===== config.mk =====
export PLATFORM = sky130hd
export DESIGN_NAME = brm_mac
export DESIGN_NICKNAME = d
export VERILOG_FILES = /design/src/sv/bilinear_remap_fixed_point_assert.svh /design/src/sv/brm_pkg.sv /design/src/sv/brm_mac.sv
export SDC_FILE = /design/constraint.sdc
export NUM_CORES = 1
export LEC_CHECK = 0
export BUFFER_PORTS_ARGS = -buffer_cell sky130_fd_sc_hd__buf_2
export CORE_UTILIZATION = 43
export DETAILED_ROUTE_END_ITERATION = 10
export GPL_ROUTABILITY_DRIVEN = 0
export PLACE_DENSITY_LB_ADDON = 0.08
export SLEW_MARGIN = 20
export SYNTH_ARGS = -nofsm -noshare
export SYNTH_HDL_FRONTEND = slang
export SYNTH_SLANG_ARGS = --single-unit

===== constraint.sdc =====
create_clock -name clk -period 11.7 [get_ports clk]
set_clock_uncertainty 0.1 [all_clocks]
set_input_delay 1.755 -clock clk [delete_from_list [all_inputs] [get_ports clk]]
set_output_delay 1.755 -clock clk [all_outputs]
set_load 0.005 [all_outputs]

===== src/sv/bilinear_remap_fixed_point_assert.svh =====
// Assertion macros for the bilinear remap block
`ifndef BILINEAR_REMAP_FIXED_POINT_ASSERT_SVH
`define BILINEAR_REMAP_FIXED_POINT_ASSERT_SVH
`ifndef NO_ASSERTIONS
`define BRM_ASSERT_IMP(label, clk, rst_n, a, c) \
    label: assert property (@(posedge clk) disable iff (!rst_n) (a) |-> (c)) \
        else $error("assertion failed");
`define BRM_ASSERT_NEXT(label, clk, rst_n, a, c) \
    label: assert property (@(posedge clk) disable iff (!rst_n) (a) |=> (c)) \
        else $error("assertion failed");
`else
`define BRM_ASSERT_IMP(label, clk, rst_n, a, c)
`define BRM_ASSERT_NEXT(label, clk, rst_n, a, c)
`endif
`endif


===== src/sv/brm_pkg.sv =====
// Shared types and constants for the bilinear remap block
package brm_pkg;
    localparam int MaxWidth  = 64;
    localparam int MaxHeight = 64;
    localparam int FracBits  = 9;
    localparam int XW        = $clog2(MaxWidth);
    localparam int YW        = $clog2(MaxHeight);
    localparam int AW        = XW + YW;
    localparam int WW        = FracBits + 1;
    localparam logic ACT_LOAD  = 1'b0;
    localparam logic ACT_QUERY = 1'b1;
    localparam logic REG_FRAME_WIDTH  = 1'b0;
    localparam logic REG_FRAME_HEIGHT = 1'b1;

    typedef logic [23:0] pix_t;

    typedef struct packed {
        logic [11:0]      idx;
        logic             clamped;
        logic [3:0][WW-1:0] w;
    } qmeta_t;
endpackage


===== src/sv/brm_mac.sv =====
// One channel: four weight products summed, floored and saturated
module brm_mac (
    input  logic                       clk,
    input  logic                       en1,
    input  logic                       en2,
    input  logic [3:0][brm_pkg::WW-1:0] w,
    input  logic [3:0][7:0]             px,
    output logic [7:0]                  res
);
    localparam int W = brm_pkg::WW;
    localparam int PW = W + 8;
    localparam int SW = PW + 2;
    logic [PW-1:0] prod_reg [4];
    logic [SW-1:0] sum;
    logic [SW-1:0] v;
    logic [7:0] res_reg;

    always_ff @(posedge clk)
    begin
        if (en1)
        begin
            for (int k = 0; k < 4; k++)
                prod_reg[k] <= PW'(w[k]) * PW'(px[k]);
        end
    end

    assign sum = SW'(prod_reg[0]) + SW'(prod_reg[1]) + SW'(prod_reg[2]) + SW'(prod_reg[3]);
    assign v = sum >> brm_pkg::FracBits;

    always_ff @(posedge clk)
    begin
        if (en2)
            res_reg <= (v > SW'(255)) ? 8'hFF : v[7:0];
    end
    assign res = res_reg;
endmodule


==> impl_results.md, run 1 <==
* Total I/O pin count at 83
* Sequential area share after synthesis at ~17%
* CTS Buf Count at 9
* Critical path type: primary input to flop
* Clock Latency Late Sink at 0.34 ns
* Via count at around 10000
* Synthesis Warnings at 0
* Initial Util at roughly 44%
* RSZ-0062 raised after global routing: no
* Worst-path maximum fanout at 10
* Setup TNS at 0 ns
* Dpl ws at between 5 and 6 ns
* Fin. Hold Viols at 0
* Area grow syn2layout at 7.70%
* Vias per cell at ~5.0
* Chip width at around 190 um
* Clock buffer depth at 2
* Clk slew on worst S/H paths at 0.06 ns
* Filler Cells Inserted at approximately 3200
* First drt pass iteration count at 4
* Worst-margin pin slew at 0.933 ns
* Ant. Diodes at 0
* Pwr Density at roughly 270 mW/mm^2
* Total grt overflow at 0
* Yosys reg bits at 80
* Final ANT Viol Nets at 0
* Root Buffer: clkbuf_16
* Post-synthesis cell type count at 67
* Vias in the first global route at ~10000
* Post_cts resized at 0
* Worst Path Required at 11.72 ns
* CP startpoint kind: primary input
* Post-synth top area share at 31.4%
* Tmin final at between 5 and 6 ns
* DRC at 0
* Top post-synthesis cells by area: fa_1 (31%), edfxtp_1 (17%), ha_1 (15%), inv_1 (8.8%), and2_1 (7.5%)
* Pleak at between 7 and 8 nW
* GRT Util Overall at a little under a fifth
* Worst VDD drop at 302 uV
* Die H at between 150 and 200 um
* Largest net degree at the start of global routing at 73
* Global-route wire length before repair at ~52000 um
* CTS sink cnt at 80
* PnR worst setup slack at 5.85 ns
* Post-layout nets at 2061
* Hold crit path type: flop to flop
* Cell taking the most area after synthesis: fa_1
* F_max at ~0.17 GHz
* Largest register FFs at 72
* Post-synthesis cell area at ~0.014 mm^2
* Kind of end point of the critical path: flop
* Initial antenna violation count at 0
* Main synth FF type: edfxtp_1
* Critical path arrival at a little under 6 ns
* Mapped Nets at between 2000 and 2500
* Commonest non-fill, non-tap cells in the layout: inv_1 (339), fa_1 (227), nand2_1 (179), and2_1 (174), ha_1 (169)
* Async SR Flop Fraction at 0%
* Cells after synthesis at roughly 1500
* Num rows at 66
* Die area at around 0.034 mm^2
* Rel. slew slack at a little under two fifths
* Final Cycle Share at 50.0%
* Core footprint at between 0.03 and 0.04 mm^2
* CTS HTree Levels at 3
* Max Cap Viol at 0
* CTS tree: done
* Post-DP HPWL at 25100 um
* Most common cell after layout, fill and taps aside: inv_1
* Utilization after layout at between 40% and 50%
* Share of cells above drive strength 1 at around 7.4%
* Max-slew violations at 0
* Post-Route WL at roughly 30000 um
* Detail-routed net length per standard cell at 14.9 um
* Setup violations, final at 0
* Status: completed
* Initial DRC Count at slightly below 500
* Setup Buffers After CTS at 0
* EDFF count, synth at 80
* Syn Area/Cell at around 9.4 um^2
* Hold_buf cts at 0
* Port bufs at ~80
## through the flow
stage | area [um^2] | power, mW | hold WS (ns) | std cells
after floorplan | 14500 | 3.20 | 0.790 | 1535
after global routing | 15600 | 4.76 | 0.949 | 2037
after detailed placement | 15300 | 3.96 | 0.855 | 2021
final | 15600 | 4.26 | 0.884 | 2037
after global placement | 15300 | 3.95 | 0.874 | 2021
after CTS | 15600 | 4.29 | 0.891 | 2037
## final cells by class
type	count	area [um^2]	area share [%]
Multi-Input combinational cell	1077	10600	68.3
Sequential cell	80	2400	15.4
Inverter	339	1270	8.17
Tap cell	442	553	3.55
Timing Repair Buffer	83	418	2.68
Clock buffer	11	233	1.49
Clock inverter	5	57.6	0.370
## worst paths after layout
| check | startpoint | end | slack [ns] | cells past startpoint |
|---|---|---|---|---|
| setup / recovery | px[26] | prod_reg[3][16] | 5.85 | 16 |
| hold / removal | prod_reg[2][17] | res[1] | 0.88 | 4 |
| setup reg to reg | prod_reg[0][13] | res[7] | 7.95 | 10 |
| hold reg to reg | prod_reg[2][17] | res[1] | 0.88 | 4 |
## layer usage
metal / share of wire (%) / routed length [um] / GRT usage, %
met5: 0 / 0 / 0
met4: 1.2 / 360 / 3.31
met3: 2.5 / 747 / 2.28
met2: 48 / 14600 / 31.6
met1: 48 / 14600 / 27.1
## synthesized netlist by cell type (3+ instances only)
master,count
a211oi_1,4
a21boi_0,5
a21o_1,11
a21oi_1,37
a311oi_1,3
and2_1,174
and3_1,6
clkbuf_1,38
edfxtp_1,80
fa_1,227
ha_1,169
inv_1,339
nand2_1,179
nand2b_1,8
nand3_1,17
nand4_1,6
nor2_1,42
nor2b_1,9
nor3_1,15
nor3b_1,4
o2111ai_1,5
o211ai_1,6
o21a_1,14
o21ai_0,27
o21bai_1,4
o311ai_0,4
o31ai_1,5
or3_1,5
or4_1,3
xnor2_1,29
xor2_1,13
## critical path, stage by stage
cell	delay, ns
buf_2	0.17
and2_1	0.19
fa_1	0.53
inv_1	0.06
fa_1	0.53
inv_1	0.05
fa_1	0.49
fa_1	0.41
ha_1	0.34
nand3_1	0.10
o211ai_1	0.17
o211a_1	0.29
o21a_1	0.20
o31ai_1	0.33
nand3_1	0.12
o311ai_0	0.13
## where the power goes
group	internal (mW)	leakage, nW	total (mW)	switching (mW)
Sequential	0.538	0.771	0.601	0.0627
Clock	0.165	0.132	0.276	0.111
Combinational	1.42	6.93	3.38	1.96
## kinds of logic (layout without fill, tap and decap cells)
family	count (synthesis)	count (layout)	share of synthesized area [%]
multiplexers	4	4	0.450
AO/OA/AOI/OAI	155	155	7.55
XOR/XNOR	42	42	2.54
buffers and inverters	378	438	9.82
adder cells (fa/ha/maj)	396	396	46.0
flip-flops	80	80	16.6
AND/OR/NAND/NOR	480	480	17.0
(Power assumes the default switching activity.)
==> run 2, diff against run 1 <==
==> constraint.sdc (replaced) <==
create_clock -name clk -period 4.85 [get_ports clk]
set_clock_uncertainty 0.1 [all_clocks]
set_input_delay 0.7275 -clock clk [delete_from_list [all_inputs] [get_ports clk]]
set_output_delay 0.7275 -clock clk [all_outputs]
set_load 0.005 [all_outputs]
==> impl_results.md, run 2 (synthesized netlist as in run 1, its figures left out) <==
* Status: completed
* Detail-routed net length per standard cell at about 14 um
* Tmin final at approximately 4.7 ns
* R2r worst-path depth at 10
* Post-Route WL at ~30000 um
* Hold crit path type: primary input to flop
* Worst VDD drop at between 600 and 700 uV
* Share of cells above drive strength 1 at around 15%
* Max Cap Viol at 0
* Largest register FFs at a little over 70
* WHS Path Cells at 1
* Pwr Density at 652 mW/mm^2
* Chip width at 185 um
* Post-DP HPWL at 26300 um
* Via count at ~11000
* CTS HTree Levels at 3
* PnR worst setup slack at 0.158 ns
* Setup violations, final at 0
* CTS sink cnt at 80
* Critical path type: primary input to flop
* Final ANT Viol Nets at 0
* Fin area at approximately 0.017 mm^2
* Most common cell after layout, fill and taps aside: inv_1
* Ant. Diodes at 0
* Dpl ws at -0.233 ns
* Port bufs at between 80 and 90
* Root Buffer: clkbuf_16
* Commonest non-fill, non-tap cells in the layout: inv_1 (339), fa_1 (227), nand2_1 (179), and2_1 (174), ha_1 (169)
* Vias in the first global route at approximately 11000
* Rel. slew slack at between 40% and 50%
* Vias per cell at just under 5
* Critical path arrival at about 4.7 ns
* Core footprint at 0.0328 mm^2
* Worst-margin pin slew at between 0.8 and 0.9 ns
* GRT Util Overall at about a fifth
* Max-slew violations at 0
* Largest net degree at the start of global routing at 40
* Total grt overflow at 0
* F_max at ~0.21 GHz
* First drt pass iteration count at 5
* Utilization after layout at ~51%
* Total I/O pin count at 83
* Initial Util at roughly 44%
* Clock Latency Late Sink at roughly 0.34 ns
* CTS tree: done
* Area grow syn2layout at 15.8%
* Die area at ~0.034 mm^2
* Post-layout nets at 2206
* Initial antenna violation count at 0
* Worst-path maximum fanout at 6
* RSZ-0062 raised after global routing: yes
* Clk slew on worst S/H paths at ~0.060 ns
* Fin. Hold Viols at 0
* CP startpoint kind: primary input
* Final Cycle Share at 96.7%
* Clock buffer depth at 2
* Global-route wire length before repair at 52900 um
* Pleak at between 8 and 9 nW
* CTS Buf Count at 9
* Initial DRC Count at ~390
* Power Total at around 11 mW
* Hold_buf cts at 0
* Die H at approximately 190 um
* Worst Path Required at slightly below 5 ns
* Kind of end point of the critical path: flop
* DRC at 0
* Placed Area at between 0.015 and 0.02 mm^2
* Num rows at 66
* Hold slack at roughly 0.63 ns
run 2: timing repair:
item                       4_1_cts  5_1_grt
buffers inserted                 0        1
gates resized for setup          0        6
setup endpoints to repair        0        6
run 2: per-layer routing:
metal / share of wire [%] / global-route usage, %
met1: 48 / 26.8
met2: 48 / 32.8
met3: 3.0 / 2.46
met4: 0.90 / 2.51
met5: 0 / 0
run 2: worst max-delay path: stages:
cell     delay (ns)
buf_2          0.14
and2_1         0.16
fa_1           0.53
inv_1          0.07
fa_1           0.54
inv_1          0.05
fa_1           0.50
fa_1           0.42
ha_1           0.25
or3_1          0.35
o21ai_0        0.11
o31ai_1        0.12
buf_4          0.15
o21ai_0        0.16
o21ai_0        0.13
xor2_1         0.16
buf_4          0.13
run 2: final timing paths:
path	startpoint	endpoint	slack, ns
max	px[10]	prod_reg[1][16]	0.16
min reg2reg	prod_reg[2][17]	res[1]	0.89
max reg2reg	prod_reg[3][13]	res[3]	1.02
min	en2	res[0]	0.63
run 2: layout make-up:
class	count	area (um^2)
timing repair buffer	228	1520
clock buffer	10	229
multi-input combinational	1077	10700
sequential	80	2400
inverter	339	1270
fill	3201	16000
clock inverter	6	108
tap	442	553
run 2: per-stage QoR:
stage | TNS (ns) | std cells
floorplan | 0 | 1535
global placement | -1.49 | 2165
detailed placement | -1.68 | 2165
CTS | 0 | 2181
global route | -0.0415 | 2182
finish | 0 | 2182
run 2: power breakdown:
group	internal (mW)	leakage, nW	switching (mW)	total, mW
clock	0.501	0.162	0.269	0.770
sequential	1.30	0.771	0.149	1.45
combinational	3.90	7.64	4.79	8.69
total	5.70	8.58	5.21	10.9
