**config.mk**
```make
export PLATFORM = sky130hd
export DESIGN_NAME = brm_weights
export DESIGN_NICKNAME = d
export VERILOG_FILES = /design/src/sv/bilinear_remap_fixed_point_assert.svh /design/src/sv/brm_pkg.sv /design/src/sv/brm_weights.sv
export SDC_FILE = /design/constraint.sdc
export NUM_CORES = 1
export LEC_CHECK = 0
export BUFFER_PORTS_ARGS = -buffer_cell sky130_fd_sc_hd__clkbuf_2
export CAP_MARGIN = 20
export CELL_PAD_IN_SITES_DETAIL_PLACEMENT = 1
export CELL_PAD_IN_SITES_GLOBAL_PLACEMENT = 1
export CORE_AREA = 2 2 160 162
export DETAILED_ROUTE_END_ITERATION = 10
export DIE_AREA = 0 0 162 164
export PLACE_DENSITY = 0.89
export SYNTH_ARGS = -nofsm -noshare
export SYNTH_HDL_FRONTEND = slang
export SYNTH_SLANG_ARGS = --single-unit
```
**constraint.sdc**
```tcl
create_clock -name clk -period 9.6 [get_ports clk]
set_input_delay 0.96 -clock clk [delete_from_list [all_inputs] [get_ports clk]]
set_output_delay 0.96 -clock clk [all_outputs]
set_load 0.02 [all_outputs]
```
**src/sv/bilinear_remap_fixed_point_assert.svh**
```systemverilog
// Assertion macros for the bilinear remap block
`ifndef BILINEAR_REMAP_FIXED_POINT_ASSERT_SVH
`define BILINEAR_REMAP_FIXED_POINT_ASSERT_SVH
`ifndef NO_ASSERTIONS
`define BRM_ASSERT_IMP(label, clk, rst_n, a, c) \
    label: assert property (@(posedge clk) disable iff (!rst_n) (a) |-> (c)) \
        else $error("assertion failed");
`define BRM_ASSERT_NEXT(label, clk, rst_n, a, c) \
    label: assert property (@(posedge clk) disable iff (!rst_n) (a) |=> (c)) \
        else $error("assertion failed");
`else
`define BRM_ASSERT_IMP(label, clk, rst_n, a, c)
`define BRM_ASSERT_NEXT(label, clk, rst_n, a, c)
`endif
`endif

```
**src/sv/brm_pkg.sv**
```systemverilog
// Shared types and constants for the bilinear remap block
package brm_pkg;
    localparam int MaxWidth  = 64;
    localparam int MaxHeight = 64;
    localparam int FracBits  = 9;
    localparam int XW        = $clog2(MaxWidth);
    localparam int YW        = $clog2(MaxHeight);
    localparam int AW        = XW + YW;
    localparam int WW        = FracBits + 1;
    localparam logic ACT_LOAD  = 1'b0;
    localparam logic ACT_QUERY = 1'b1;
    localparam logic REG_FRAME_WIDTH  = 1'b0;
    localparam logic REG_FRAME_HEIGHT = 1'b1;

    typedef logic [23:0] pix_t;

    typedef struct packed {
        logic [11:0]      idx;
        logic             clamped;
        logic [3:0][WW-1:0] w;
    } qmeta_t;
endpackage

```
**src/sv/brm_weights.sv**
```systemverilog
// Weight generation: fraction products, rounded, registered
module brm_weights (
    input  logic                        clk,
    input  logic                        en,
    input  logic [brm_pkg::FracBits-1:0] fx,
    input  logic [brm_pkg::FracBits-1:0] fy,
    output logic [3:0][brm_pkg::WW-1:0]  w
);
    localparam int F = brm_pkg::FracBits;
    localparam int W = brm_pkg::WW;
    logic [W-1:0] gx, gy;
    logic [2*W-1:0] p [4];
    logic [3:0][W-1:0] w_reg;

    assign gx = (W'(1) << F) - W'(fx);
    assign gy = (W'(1) << F) - W'(fy);
    assign p[0] = gy * gx;
    assign p[1] = gy * W'(fx);
    assign p[2] = W'(fy) * gx;
    assign p[3] = W'(fy) * W'(fx);

    always_ff @(posedge clk)
    begin
        if (en)
        begin
            for (int k = 0; k < 4; k++)
                w_reg[k] <= W'((p[k] + (2*W)'(1 << (F-1))) >> F);
        end
    end
    assign w = w_reg;
endmodule

```
==> results of run 1 <==
cells by family after synthesis:
group / count (synthesis) / share of synthesized area (%)
adder cells (fa/ha/maj): 421 / 55.4
XOR/XNOR: 58 / 4.11
buffers and inverters: 343 / 10.3
AO/OA/AOI/OAI: 80 / 4.17
flip-flops: 40 / 9.57
AND/OR/NAND/NOR: 403 / 16.5
layout by cell type (no fill, tap or decap), types with 21 or more instances in the layout:
cell type / netlist / routed
and2_1: 158 / 158
nor2_1: 22 / 22
a21oi_1: 21 / 21
nand2_1: 172 / 172
fa_1: 224 / 224
ha_1: 197 / 197
xnor2_1: 41 / 39
inv_1: 288 / 288
edfxtp_1: 40 / 40
clkbuf_2: 0 / 59
final cells by class:
type                    instances  area (sq um)  area share [%]
clock inverters                 2          60.1           0.449
well taps                     330           413            3.09
clock buffers                   5           125           0.935
flip-flops and latches         40          1200            8.98
inverters                     288          1080            8.08
repair buffers                 74           428            3.20
multi-input cells             962         10100            75.3
per-layer routing:
layer	part of all wire (%)	wire length, um
met1	38	13600
met2	52	18400
met3	4.7	1680
met4	5.6	2010
met5	0	0
worst paths after layout:
check | endpoint | slack [ns] | cells past startpoint
setup / recovery | w[7]$_DFFE_PP_ | 1.72 | 24
hold / removal | w[23]$_DFFE_PP_ | 1.19 | 1
power by group through the flow:
stage / combinational [W] / clock, W / sequential (W)
global placement: 0.00234 / 0 / 0.000405
floorplan: 0.00173 / 0 / 0.000503
finish: 0.00263 / 0.000229 / 0.000403
CTS: 0.00263 / 0.000232 / 0.000404
global route: 0.00293 / 0.000233 / 0.000410
detailed placement: 0.00256 / 0 / 0.000408
per-stage QoR:
step | instance area, sq um | setup WS, ns | std cells | utilization (%) | hold WS, ns
after detailed placement | 13200 | 1.44 | 1692 | 53.0 | 1.42
final | 13400 | 1.72 | 1701 | 53.9 | 1.19
after global routing | 13400 | 1.32 | 1701 | 53.9 | 1.23
after floorplan | 12500 | 2.59 | 1345 | - | 1.07
after global placement | 13200 | 2.02 | 1692 | 53.0 | 1.41
after CTS | 13300 | 1.76 | 1699 | 53.8 | 1.66
==> metrics.md, run 1 <==
| Metric | Value |
|---|---|
| HP Start | en |
| Endpoint type of the worst setup path | register |
| Req. time, crit path | 9.65 ns |
| Die width | 162 um |
| Sequential share of power | 12.3% |
| Top_reg_cell synth | edfxtp_1 |
| Met2 Usage GRT | 51.7% |
| Initial DRC count | 470 |
| Vias in the first global route | 11400 |
| Worst Setup SP | fy[0] |
| Most common cell in the synthesized netlist | inv_1 |
| Cts repair resizes | 0 |
| Setup Viol. Count Final | 0 |
| Clk network pwr share | 7.0% |
| Max-Cap Viols | 0 |
| Cell count after synthesis | 1345 |
| Clock Pin Slew Worst Setup and Hold Paths | 0.07 ns |
| CTS tree | yes |
| DR WL/cell | 21.0 um |
| Met3 Use GR | 3.31% |
| Most frequent cells after synthesis | 288 x inv_1, 224 x fa_1, 197 x ha_1 |
| Hold Buf Count CTS | 0 |
| Fillers | 2893 |
| Die ar. | 0.0266 sq mm |
| Crit-path slowest cell | a311oi_1 |
| Yosys cell types | 50 |
| Crit-path max cell delay | 0.76 ns |
| Clock Path Buffers | 2 |
| Final period util | 82.1% |
| Crit path launch type | input pin |
| Pwr Density | 244 mW/mm^2 |
| Rows | 58 |
| Max reg flops | 40 |
| Tot GR Track Use | 28.2% |
| Worst VDD drop | 0.000135 V |
| I/O Pins | 60 |
| Synth Cell Area | 0.0125 sq mm |
| Lkg Pwr | 7.19 nW |
| Critical Setup Path Class | input pin to register |
| Share of the synthesized area in the top cell type | 35.7% |
| Max Clock Freq | 127 MHz |
| Drt first pass iters | 5 |
| Internal Power | 0.00160 W |
| Vias post-DR | 9529 |
| Worst-Margin Slew | 1.09 ns |
| Worst-path maximum fanout | 20 |
| Leading area contributor after synthesis | fa_1 |
| Post-route ant nets | 0 |
| Fin. Hold Viols | 0 |
| Crit path time final | 7.88 ns |
| Routability-driven placement congestion ratio | 0.832 |
| Largest net degree at the start of global routing | 41 |
| Synth Register Bits | 40 |
| Switching Share | 51.1% |
| CP most frequent cell | inv_1 |
| Overall routed net length | 35700 um |
| Final setup TNS | 0 ns |
| GRT Max-Usage Layer | met2 |
| CTS Sinks | 40 |
| Syn Nets | 1786 |
| Cell Chain, Critical Path | clkbuf_2 -> inv_1 -> ha_1 -> nand2_1 -> or3_1 -> xor2_1 -> nand2_1 -> fa_1 -> inv_1 -> fa_1 -> inv_1 -> fa_1 -> inv_1 -> fa_1 -> inv_1 -> fa_1 -> inv_1 -> ha_1 -> a21oi_1 -> nor2b_1 -> a311oi_1 -> o21bai_1 -> a31oi_1 -> xnor2_1 |
| Antenna Cells | 0 |
| Syn_area_per_cell | 9.33 sq um |
| Met1 usage | 32.5% |
| Gr ovfl total | 0 |
| Number of port buffers | 59 |
| Psw | 0.00167 W |
| Share of layout cells above drive strength 1 | 6.64% |
| Die height | 164 um |
| Number of enable flip-flop cells after synthesis | 40 |
| H-tree levels | 2 |
| CP Buf/Inv Count | 7 |
| Area Growth Syn to Fin | 6.60% |
| Top cells by area, synth | fa_1 36%, ha_1 20%, edfxtp_1 9.6% |
| Via-to-Cell Ratio | 5.60 |
| Fraction of registers with async set/reset | 0% |
| Core box area | 0.0248 sq mm |
| RSZ-0062 raised after global routing | false |
| Slew Limit Headroom | 27.2% |
| First-pass GRT wire length | 58000 um |
| Initial antenna violation count | 0 |
| Comb pwr share | 80.6% |
| CP top delay family | adder cells |
| Sequential share of the synthesized area | 9.57% |
| DR DRC count | 0 |
| Detailed-placement wirelength estimate | 26900 um |
| Status | finished, final reports clean |
| Setup bufs post-CTS | 0 |
| Worst Hold Class | input pin to register |
| Clock root buffer master | clkbuf_16 |
| Nets | 1812 |
| Final Max Tran Viols | 0 |
| Initial core utilization | 50.6% |
| Pwr Total | 0.00327 W |
| CTS Buf Count | 5 |
| Crit path DAT | 7.93 ns |
| Ys Warns | 0 |
(Power assumes the default switching activity.)
==> run 2: changes to the inputs <==
- ABC_AREA: unset -> 1
- CORE_AREA: 2 2 160 162 -> 2 2 171 173
- DIE_AREA: 0 0 162 164 -> 0 0 173 175
- clock period: 9.6 -> 7.7 ns (I/O delays scaled with it)
==> run 2 against run 1 <==
Against the previous run: setup slack got worse by 0.67 ns; die area is 14% higher; combinational power increased by 53%; highest routed layer unchanged.
==> metrics.md, run 2 <==
| Metric | Value |
|---|---|
| Status | finished, final reports clean |
| Rows | 62 (+6.9%) |
| Fraction of registers with async set/reset | 0% (unchanged) |
| Initial antenna violation count | 0 (unchanged) |
| Worst Hold Class | input pin to register |
| Simple-Gate Fraction of Synth Area | 21.8% (+5.4 points) |
| Final Max Tran Viols | 0 (unchanged) |
| Worst-path maximum fanout | 19 (-5.0%) |
| Hold depth | 2 (+1) |
| I/O Pins | 60 (unchanged) |
| Commonest non-fill, non-tap cell in the layout | nand2_1 |
| Fin. Hold Viols | 0 (unchanged) |
| Pre-CTS WS | 0.984 ns (-0.453 ns) |
| Fillers | 3589 (+24%) |
| Vias post-DR | 11700 (+22%) |
| Final setup TNS | 0 ns (unchanged) |
| Syn_area_per_cell | 7.89 sq um (-15%) |
| Core box area | 0.0284 sq mm (+14%) |
| Post-route ant nets | 0 (unchanged) |
| Clk network pwr share | 5.5% (-1.5 points) |
| Worst VDD drop | 0.000191 V (+42%) |
| Nets | 2218 (+22%) |
| Routability-driven placement congestion ratio | 0.937 (+13%) |
| Crit path launch type | input pin |
| Psw | 0.00275 W (+65%) |
| Die ar. | 0.0303 sq mm (+14%) |
| Req. time, crit path | 7.77 ns (-1.88 ns) |
| CTS tree | yes |
| Max Clock Freq | 150 MHz |
| Crit path time final | 6.65 ns |
| Endpoint type of the worst setup path | register |
| Number of enable flip-flop cells after synthesis | 40 (unchanged) |
| Ys Warns | 0 (unchanged) |
| Clock root buffer master | clkbuf_16 |
| Slew Limit Headroom | 51.5% (+24 points) |
| Clock Path Buffers | 2 (unchanged) |
| Comb pwr share | 84.2% (+3.6 points) |
| Max-Cap Viols | 0 (unchanged) |
| Number of port buffers | 59 (unchanged) |
| Gr ovfl total | 0 (unchanged) |
| CP Buf/Inv Count | 8 (+1) |
| Synth Area in Adders | 50.6% (-4.8 points) |
| CP top delay family | adder cells |
| Setup Viol. Count Final | 0 (unchanged) |
| DR WL/cell | 19.4 um (-7.7%) |
| Pwr Density | 329 mW/mm^2 (+35%) |
| Synth Cell Area | 0.0137 sq mm (+9.4%) |
| Post-synthesis xor/xnor area fraction | 1.98% (-2.1 points) |
| Leading area contributor after synthesis | fa_1 |
| Hold Buf Count CTS | 0 (unchanged) |
| Crit-path max cell delay | 0.54 ns (-0.22 ns) |
| Yosys cell types | 41 (-18%) |
| Cts repair resizes | 0 (unchanged) |
| Multiplexer area fraction after synthesis | 0% (unchanged) |
| H-tree levels | 2 (unchanged) |
| Cell count after synthesis | 1740 (+29%) |
| Sequential share of power | 10.3% (-2.0 points) |
| HP Start | en |
| Most frequent cells in the layout | 422 x nand2_1, 406 x inv_1, 224 x fa_1 |
| Fin util | 51.2% (-2.7 points) |
| Drt first pass iters | 7 (+2) |
| Die height | 175 um (+6.7%) |
| CTS Buf Count | 5 (unchanged) |
| Largest family of logic cells by synthesized area | adder cells |
| CTS Sinks | 40 (unchanged) |
| Worst-Margin Slew | 0.727 ns (-0.359 ns) |
| Largest net degree at the start of global routing | 41 (unchanged) |
| RSZ-0062 raised after global routing | false |
| Sequential share of the synthesized area | 8.75% (-0.82 points) |
| Share of layout cells above drive strength 1 | 7.71% (+1.1 points) |
| Top_reg_cell synth | edfxtp_1 |
| Crit-path slowest cell | fa_1 |
| Antenna Cells | 0 (unchanged) |
| Setup bufs post-CTS | 0 (unchanged) |
| CP most frequent cell | nand2_1 |
| Max layer used | met4 |
| Detailed-placement wirelength estimate | 35400 um (+32%) |
| Compound-cell area share of the yosys netlist | 3.28% (-0.89 points) |
| Final period util | 86.4% |
| Max reg flops | 40 (unchanged) |
| M1 WL | 16200 um (+19%) |
| Tot GR Track Use | 28.8% (+0.69 points) |
| DR DRC count | 0 (unchanged) |
| Die width | 173 um (+6.8%) |
| Most frequent cells after synthesis | 422 x nand2_1, 406 x inv_1, 224 x fa_1 |
| Area Growth Syn to Fin | 5.89% |
| PnR worst setup slack | 1.05 ns (-0.669 ns) |
| Most common cell in the synthesized netlist | nand2_1 |
| Syn Nets | 2181 (+22%) |
| Initial core utilization | 48.4% (-2.2 points) |
| Top cells by area, synth | fa_1 33%, ha_1 18%, nand2_1 12% |
| Worst hold endpoint | w[9]$_DFFE_PP_ |
| Met3 wire length | 2000 um (+19%) |
| Lkg Pwr | 8.42 nW (+17%) |
| Synth Register Bits | 40 (unchanged) |
| Crit path DAT | 6.72 ns (-1.21 ns) |
| Internal Power | 0.00204 W (+27%) |
| Initial DRC count | 564 (+20%) |
| First-pass GRT wire length | 68800 um (+19%) |
| Share of the synthesized area in the top cell type | 32.7% (-3.1 points) |
| Met2 wire length | 21800 um (+18%) |
| Clock Pin Slew Worst Setup and Hold Paths | 0.07 ns (about the same) |
| Via-to-Cell Ratio | 5.39 (-3.7%) |
| Critical Setup Path Class | input pin to register |
| Overall routed net length | 41900 um (+17%) |
| Vias in the first global route | 13500 (+19%) |
| Switching Share | 57.4% (+6.4 points) |
-- run 2: cell count changes after synthesis, moves of 35 or more --
| cell | before | now |
|---|---|---|
| and2_1 | 158 | 0 |
| xnor2_1 | 41 | 6 |
| nor2_1 | 22 | 166 |
| nand2_1 | 172 | 422 |
| inv_1 | 288 | 406 |
| nand3_1 | 4 | 51 |
-- run 2: how the worst max path moves through the flow --
stage	to	from	slack, ns	cells after the start
finish	w[2]$_DFFE_PP_	fy[1]	1.05	28
global route	w[7]$_DFFE_PP_	fy[1]	0.73	27
CTS	w[9]$_DFFE_PP_	fy[1]	1.15	30
detailed placement	w[19]$_DFFE_PP_	fy[1]	0.98	27
global placement	w[9]$_DFFE_PP_	fy[1]	1.19	31
floorplan	w[9]$_DFFE_PP_	fx[0]	1.75	30
-- run 2: cell type report --
| type | instances | area, sq um | area share [%] |
|---|---|---|---|
| Inverter | 429 | 1630 | 11.2 |
| Timing Repair Buffer | 72 | 393 | 2.70 |
| Clock inverter | 3 | 42.5 | 0.293 |
| Sequential cell | 40 | 1200 | 8.26 |
| Clock buffer | 5 | 125 | 0.861 |
| Tap cell | 384 | 480 | 3.30 |
| Multi-Input combinational cell | 1229 | 10700 | 73.4 |
-- run 2: metal layers --
metal  up-vias  global-route usage [%]
li1       5255                       -
met1      5888                    33.9
met2       394                    52.8
met3       125                    3.07
met4         0                    13.5
met5         -                       0
-- run 2: per-stage QoR --
step / instances / total power, W / cell area, sq um / hold WS (ns)
2_1_floorplan: 1740 / 0.00334 / 13700 / 0.882
3_3_place_gp: 2154 / 0.00416 / 14400 / 1.22
3_5_place_dp: 2154 / 0.00447 / 14400 / 1.23
4_1_cts: 2162 / 0.00479 / 14500 / 1.11
5_1_grt: 2162 / 0.00535 / 14500 / 1.14
6_report: 2162 / 0.00478 / 14500 / 1.09
-- run 2: power by group through the flow --
stage | registers (W) | clock network, W | logic (W)
global route | 0.000502 | 0.000273 | 0.00458
global placement | 0.000496 | 0 | 0.00366
floorplan | 0.000619 | 0 | 0.00272
CTS | 0.000494 | 0.000267 | 0.00403
finish | 0.000492 | 0.000265 | 0.00403
detailed placement | 0.000498 | 0 | 0.00397
-- run 2: cell families after synthesis --
family	Yosys count
AND/OR/NAND/NOR	701
XOR/XNOR	25
adder cells (fa/ha/maj)	421
flip-flops	40
AO/OA/AOI/OAI	82
buffers and inverters	471
